$ cat config.mk
export PLATFORM = sky130hd
export DESIGN_NAME = krt_ctrl
export DESIGN_NICKNAME = d
export VERILOG_FILES = /design/src/hdl/krt_pkg.sv /design/src/hdl/krt_ctrl.sv
export SDC_FILE = /design/constraint.sdc
export NUM_CORES = 1
export LEC_CHECK = 0
export CORE_UTILIZATION = 58
export CTS_CLUSTER_DIAMETER = 150
export DETAILED_ROUTE_END_ITERATION = 8
export DONT_BUFFER_PORTS = 1
export PLACE_DENSITY = 0.77
export SLEW_MARGIN = 20
export SYNTH_ARGS = -nofsm -noshare
export SYNTH_HDL_FRONTEND = slang
export SYNTH_SLANG_ARGS = --single-unit
$ cat constraint.sdc
create_clock -name clk -period 1.6 [get_ports clk]
set_input_delay 0.32 -clock clk [delete_from_list [all_inputs] [get_ports clk]]
set_output_delay 0.32 -clock clk [all_outputs]
set_load 0.005 [all_outputs]
$ cat src/hdl/krt_pkg.sv
`timescale 1ns / 1ps
// krt_pkg: shared constants, codes and controller/datapath command types
// for the keyed record table. No dependencies.
package krt_pkg;

  localparam int ENTRIES = 64;
  localparam int IDX_W   = (ENTRIES > 1) ? $clog2(ENTRIES) : 1;

  localparam logic [7:0]  FREE_DEV      = 8'hFF;
  localparam logic [23:0] EMPTY_KEY     = 24'hFF_FFFF;
  localparam logic [63:0] EMPTY_PAYLOAD = 64'h0000_0010_00FF_FFFF;

  localparam logic [2:0] MODE_ADD  = 3'd0;
  localparam logic [2:0] MODE_DEL  = 3'd1;
  localparam logic [2:0] MODE_GET  = 3'd2;
  localparam logic [2:0] MODE_SET  = 3'd3;
  localparam logic [2:0] MODE_READ = 3'd4;

  localparam logic [1:0] ST_OK        = 2'd0;
  localparam logic [1:0] ST_NOT_FOUND = 2'd1;
  localparam logic [1:0] ST_FULL      = 2'd2;
  localparam logic [1:0] ST_RANGE     = 2'd3;

  typedef struct packed {
    logic             latch_in;
    logic             scan_init;
    logic             rd_en;
    logic             rd_at_index;
    logic [IDX_W-1:0] rd_addr;
    logic             cmp_en;
    logic [IDX_W-1:0] cmp_addr;
    logic             cap_hit;
    logic             wr_en;
    logic             load_out;
  } krt_cmd_t;

  typedef struct packed {
    logic [2:0] mode;
    logic       idx_ok;
  } krt_sts_t;

endpackage

$ cat src/hdl/krt_ctrl.sv
`timescale 1ns / 1ps
// krt_ctrl: sequencer for the keyed record table (decode, slot scan, write-back,
// result handshake). Depends on krt_pkg.
module krt_ctrl (
  input  logic              clk,
  input  logic              rst_n,
  input  logic              in_valid,
  output logic              in_ready,
  output logic              out_valid,
  input  logic              out_ready,
  input  krt_pkg::krt_sts_t sts,
  output krt_pkg::krt_cmd_t cmd
);

  localparam int IW = krt_pkg::IDX_W;

  typedef enum logic [2:0] {
    S_IDLE, S_DECODE, S_SCAN, S_DRAIN, S_WRITE, S_RDSLOT, S_RDWAIT, S_FIN
  } state_t;

  state_t        state_r;
  logic [IW-1:0] cnt_r;
  logic          cmp_en_r;
  logic [IW-1:0] cmp_addr_r;
  logic          out_valid_r;
  logic          out_free;
  logic          scan_last;

  assign out_free  = !out_valid_r || out_ready;
  assign scan_last = (cnt_r == IW'(krt_pkg::ENTRIES - 1));
  assign in_ready  = (state_r == S_IDLE);
  assign out_valid = out_valid_r;

  always_comb begin
    cmd             = '0;
    cmd.latch_in    = (state_r == S_IDLE) && in_valid;
    cmd.scan_init   = (state_r == S_DECODE);
    cmd.rd_en       = (state_r == S_SCAN) || (state_r == S_RDSLOT);
    cmd.rd_at_index = (state_r == S_RDSLOT);
    cmd.rd_addr     = cnt_r;
    cmd.cmp_en      = cmp_en_r;
    cmd.cmp_addr    = cmp_addr_r;
    cmd.cap_hit     = (state_r == S_RDWAIT);
    cmd.wr_en       = (state_r == S_WRITE);
    cmd.load_out    = (state_r == S_FIN) && out_free;
  end

  always_ff @(posedge clk) begin
    if (!rst_n) begin
      state_r     <= S_IDLE;
      cnt_r       <= '0;
      cmp_en_r    <= 1'b0;
      cmp_addr_r  <= '0;
      out_valid_r <= 1'b0;
    end else begin
      cmp_en_r   <= (state_r == S_SCAN);
      cmp_addr_r <= cnt_r;
      if (cmd.load_out) out_valid_r <= 1'b1;
      else if (out_ready) out_valid_r <= 1'b0;
      unique case (state_r)
        S_IDLE: begin
          if (in_valid) state_r <= S_DECODE;
        end
        S_DECODE: begin
          cnt_r <= '0;
          unique case (sts.mode) inside
            krt_pkg::MODE_ADD, krt_pkg::MODE_DEL,
            krt_pkg::MODE_GET, krt_pkg::MODE_SET: state_r <= S_SCAN;
            krt_pkg::MODE_READ: state_r <= sts.idx_ok ? S_RDSLOT : S_FIN;
            default: state_r <= S_FIN;
          endcase
        end
        S_SCAN: begin
          if (scan_last) state_r <= S_DRAIN;
          else cnt_r <= cnt_r + IW'(1);
        end
        S_DRAIN: begin
          if (sts.mode == krt_pkg::MODE_ADD || sts.mode == krt_pkg::MODE_SET) begin
            state_r <= S_WRITE;
          end else begin
            state_r <= S_FIN;
          end
        end
        S_WRITE:  state_r <= S_FIN;
        S_RDSLOT: state_r <= S_RDWAIT;
        S_RDWAIT: state_r <= S_FIN;
        S_FIN: begin
          if (out_free) state_r <= S_IDLE;
        end
        default: state_r <= S_IDLE;
      endcase
    end
  end

endmodule

==> results.yml <==
cells_and_area:
  fillers: 125
  area_growth_pct: 10.6
  seq_area_um2: 343
  drive_gt1_share_pct: 19.0
  fin_nets: 110
  multiInputGateArea_um2: 429
  n_antenna_cell: 0
  postLayoutCoreUtil_pct: 68.3
yosys:
  yosys-top-cells-area: "dfxtp_1, o21ai_0, nand2_1, o2111ai_4, a21oi_1"
  async_reset_ff_share_pct: 0
  synth.avg_cell_area_um2: 8.46
  yosys.area_share.simple_pct: 24.9
  ys_seq_area_share_pct: 42.4
  yosys-top-cells-count: "dfxtp_1, nand2_1, nor2_1, o21ai_0, a21oi_1"
  netlist_area_um2: 803
  synth_top_area_share_pct: 42.4
  synth_top_cell_by_area: "dfxtp_1"
  syn_inst: 95
  yosysUniqueCellTypes: 36
  synth_top_family_by_area: "simple AND/OR/NAND/NOR gates"
  synth_adder_area_share_pct: 1.56
  synthesis.nets: 104
  synth-compound-area-share_pct: 24.3
  yosys_register_bits: 17
  muxShareOfSynthArea_pct: 0
  synthXorXnorAreaFrac_pct: 1.09
  synth-edff-count: 0
  ys.flop_type: "dfxtp_1"
  yosysWarningCount: 0
  post-synth-top-count-cell: "dfxtp_1"
status:
  status: "complete, no violations"
worst_setup_path:
  r2r_cells: 5
  end_kind: "output pin"
  path_cells: "buf_4, and3_1, a21o_1"
  path_max_fanout: 8
  slowest_stage: "dfxtp_1"
  cp-start-kind: "register"
  critPathArrivalTime_ns: 1.17
  criticalPathCategory: "reg -> out"
  max_stage_delay_ns: 0.41
  required_ns: 1.28
timing:
  slew_violations: 0
  setup_viol: 0
  max_clock_freq_mhz: 670
  min_period_ns: 1.49
  setup_tns_ns: 0
  tightest_slew_ns: 0.330
  hold_viol: 0
  min_period_over_period_pct: 93.3
  rsz0062_at_grt: "false"
  slew_headroom_pct: 77.9
  finalClockSkew_ns: 0.00205
clock_tree:
  post_cts_buffers: 0
  clkLatencyLatePin_ns: 0.28
  h-tree-depth: 1
  cts_tree: "yes"
  cts_buffers: 3
  ctsLongestPathBuffers: 2
  clkTransAtPathRegs_ns: 0.09
  clkSinkCount: 17
  clockRootBuffer: "clkbuf_4"
power:
  power-per-cell-area_mw_per_mm2: 1020
  ir_drop_mv: 0.719
  cellLeakagePower_nw: 0.340
route:
  routed_wl_um: 1620
  drtPass1Iterations: 4
  drt-vias-per-instance: 6.15
  num_vias: 707
  drc_errors: 0
  routedWlPerCell_um: 14.0
  drt_iter0_drc: 17
  drtAntennaViolNets: 0
floorplan:
  die_area_mm2: 0.00154
  core_mm2: 0.00130
  die_x_um: 39.2
  num_rows: 13
  initial_core_util_pct: 61.7
  die_h_um: 39.2
  io_pins: 30
placement:
  port_buffers: 0
  finalWeightedCongestion: 0.833
  hpwl_um: 1200
grt:
  grt_pass1_vias: 618
  grt_pass1_wl_um: 2590
  track_usage_pct: 24.8
  grt_overflow: 0
  antenna_found_initial: 0
  grt_max_degree: 14
flow_run:
  maxCapViolCount: 0
worst_hold_path:
  hold_depth: 2
  hp-class: "in -> reg"
==> cells by family (layout without fill, tap and decap cells) <==
logic type	after synthesis	count (layout)
flip-flops	17	17
AO/OA/AOI/OAI	27	27
adder cells (fa/ha/maj)	1	1
AND/OR/NAND/NOR	38	38
buffers and inverters	11	16
XOR/XNOR	1	1
==> worst paths after layout <==
| path | slack (ns) | from | endpoint |
|---|---|---|---|
| min reg2reg | 0.53 | state_r[1] | state_r[1] |
| min | 0.15 | rst_n | state_r[1] |
| max reg2reg | 0.16 | cnt_r[0] | cnt_r[5] |
| max | 0.11 | state_r[0] | cmd[17] |
==> critical path, delay by kind of cell, from the launching register on <==
family	cells	cell delay, ns
AOI/OAI and AO/OA	1	0.11
and+or+nand+nor	1	0.20
DFF	1	0.41
buffers and inverters	1	0.18
==> placed cells by master, fill, tap and decap left out, types with 4 or more instances in the layout <==
cell type and count:
nor2_1 6, and2_1 4, nand2_1 8, buf_4 6
o21ai_0 6, a21oi_1 5, inv_1 4, dfxtp_1 15
==> flip-flops by register name (all words and copies together) (netlist names) <==
name,count
state_r,3
cmp_en_r,1
out_valid,1
cmp_addr_r,6
cnt_r,6
==> power by group <==
| group | leakage, nW | internal [mW] | switching [mW] |
|---|---|---|---|
| Sequential | 0.139 | 0.447 | 0.0271 |
| Clock | 0.0150 | 0.0968 | 0.122 |
| Combinational | 0.186 | 0.0895 | 0.122 |
==> metrics by stage <==
step	total power, mW	cells	instance area (um^2)	setup slack (ns)	hold WS (ns)
after global routing	0.962	115	888	0.0209	0.142
after CTS	0.899	115	870	0.00975	0.153
after floorplan	0.637	95	803	0.115	0.436
after detailed placement	0.684	111	843	0.0899	0.450
after global placement	0.678	111	843	0.149	0.448
final	0.905	115	888	0.107	0.152
==> timing repair <==
item | in CTS | in global routing
endpoints found under the hold margin | 0 | 0
resized for setup | 0 | 6
endpoints found under the setup margin | 0 | 5
hold buffers | 0 | 0
==> cell type report <==
class                           instances  area share (%)
Sequential cell                        17            38.6
Inverter                                6            2.96
Tap cell                               15            2.11
Multi-Input combinational cell         67            48.3
Clock buffer                            4            2.96
Timing Repair Buffer                    6            5.07
==> metal layers <==
layer | vias to the layer above | wire length [um] | track usage, %
li1 | 350 | - | -
met5 | - | 0 | 0
met4 | 0 | 14 | 5.17
met1 | 319 | 684 | 29.6
met2 | 36 | 810 | 44.2
met3 | 2 | 105 | 5.78
Note: power is estimated with default switching activity, not from simulation.
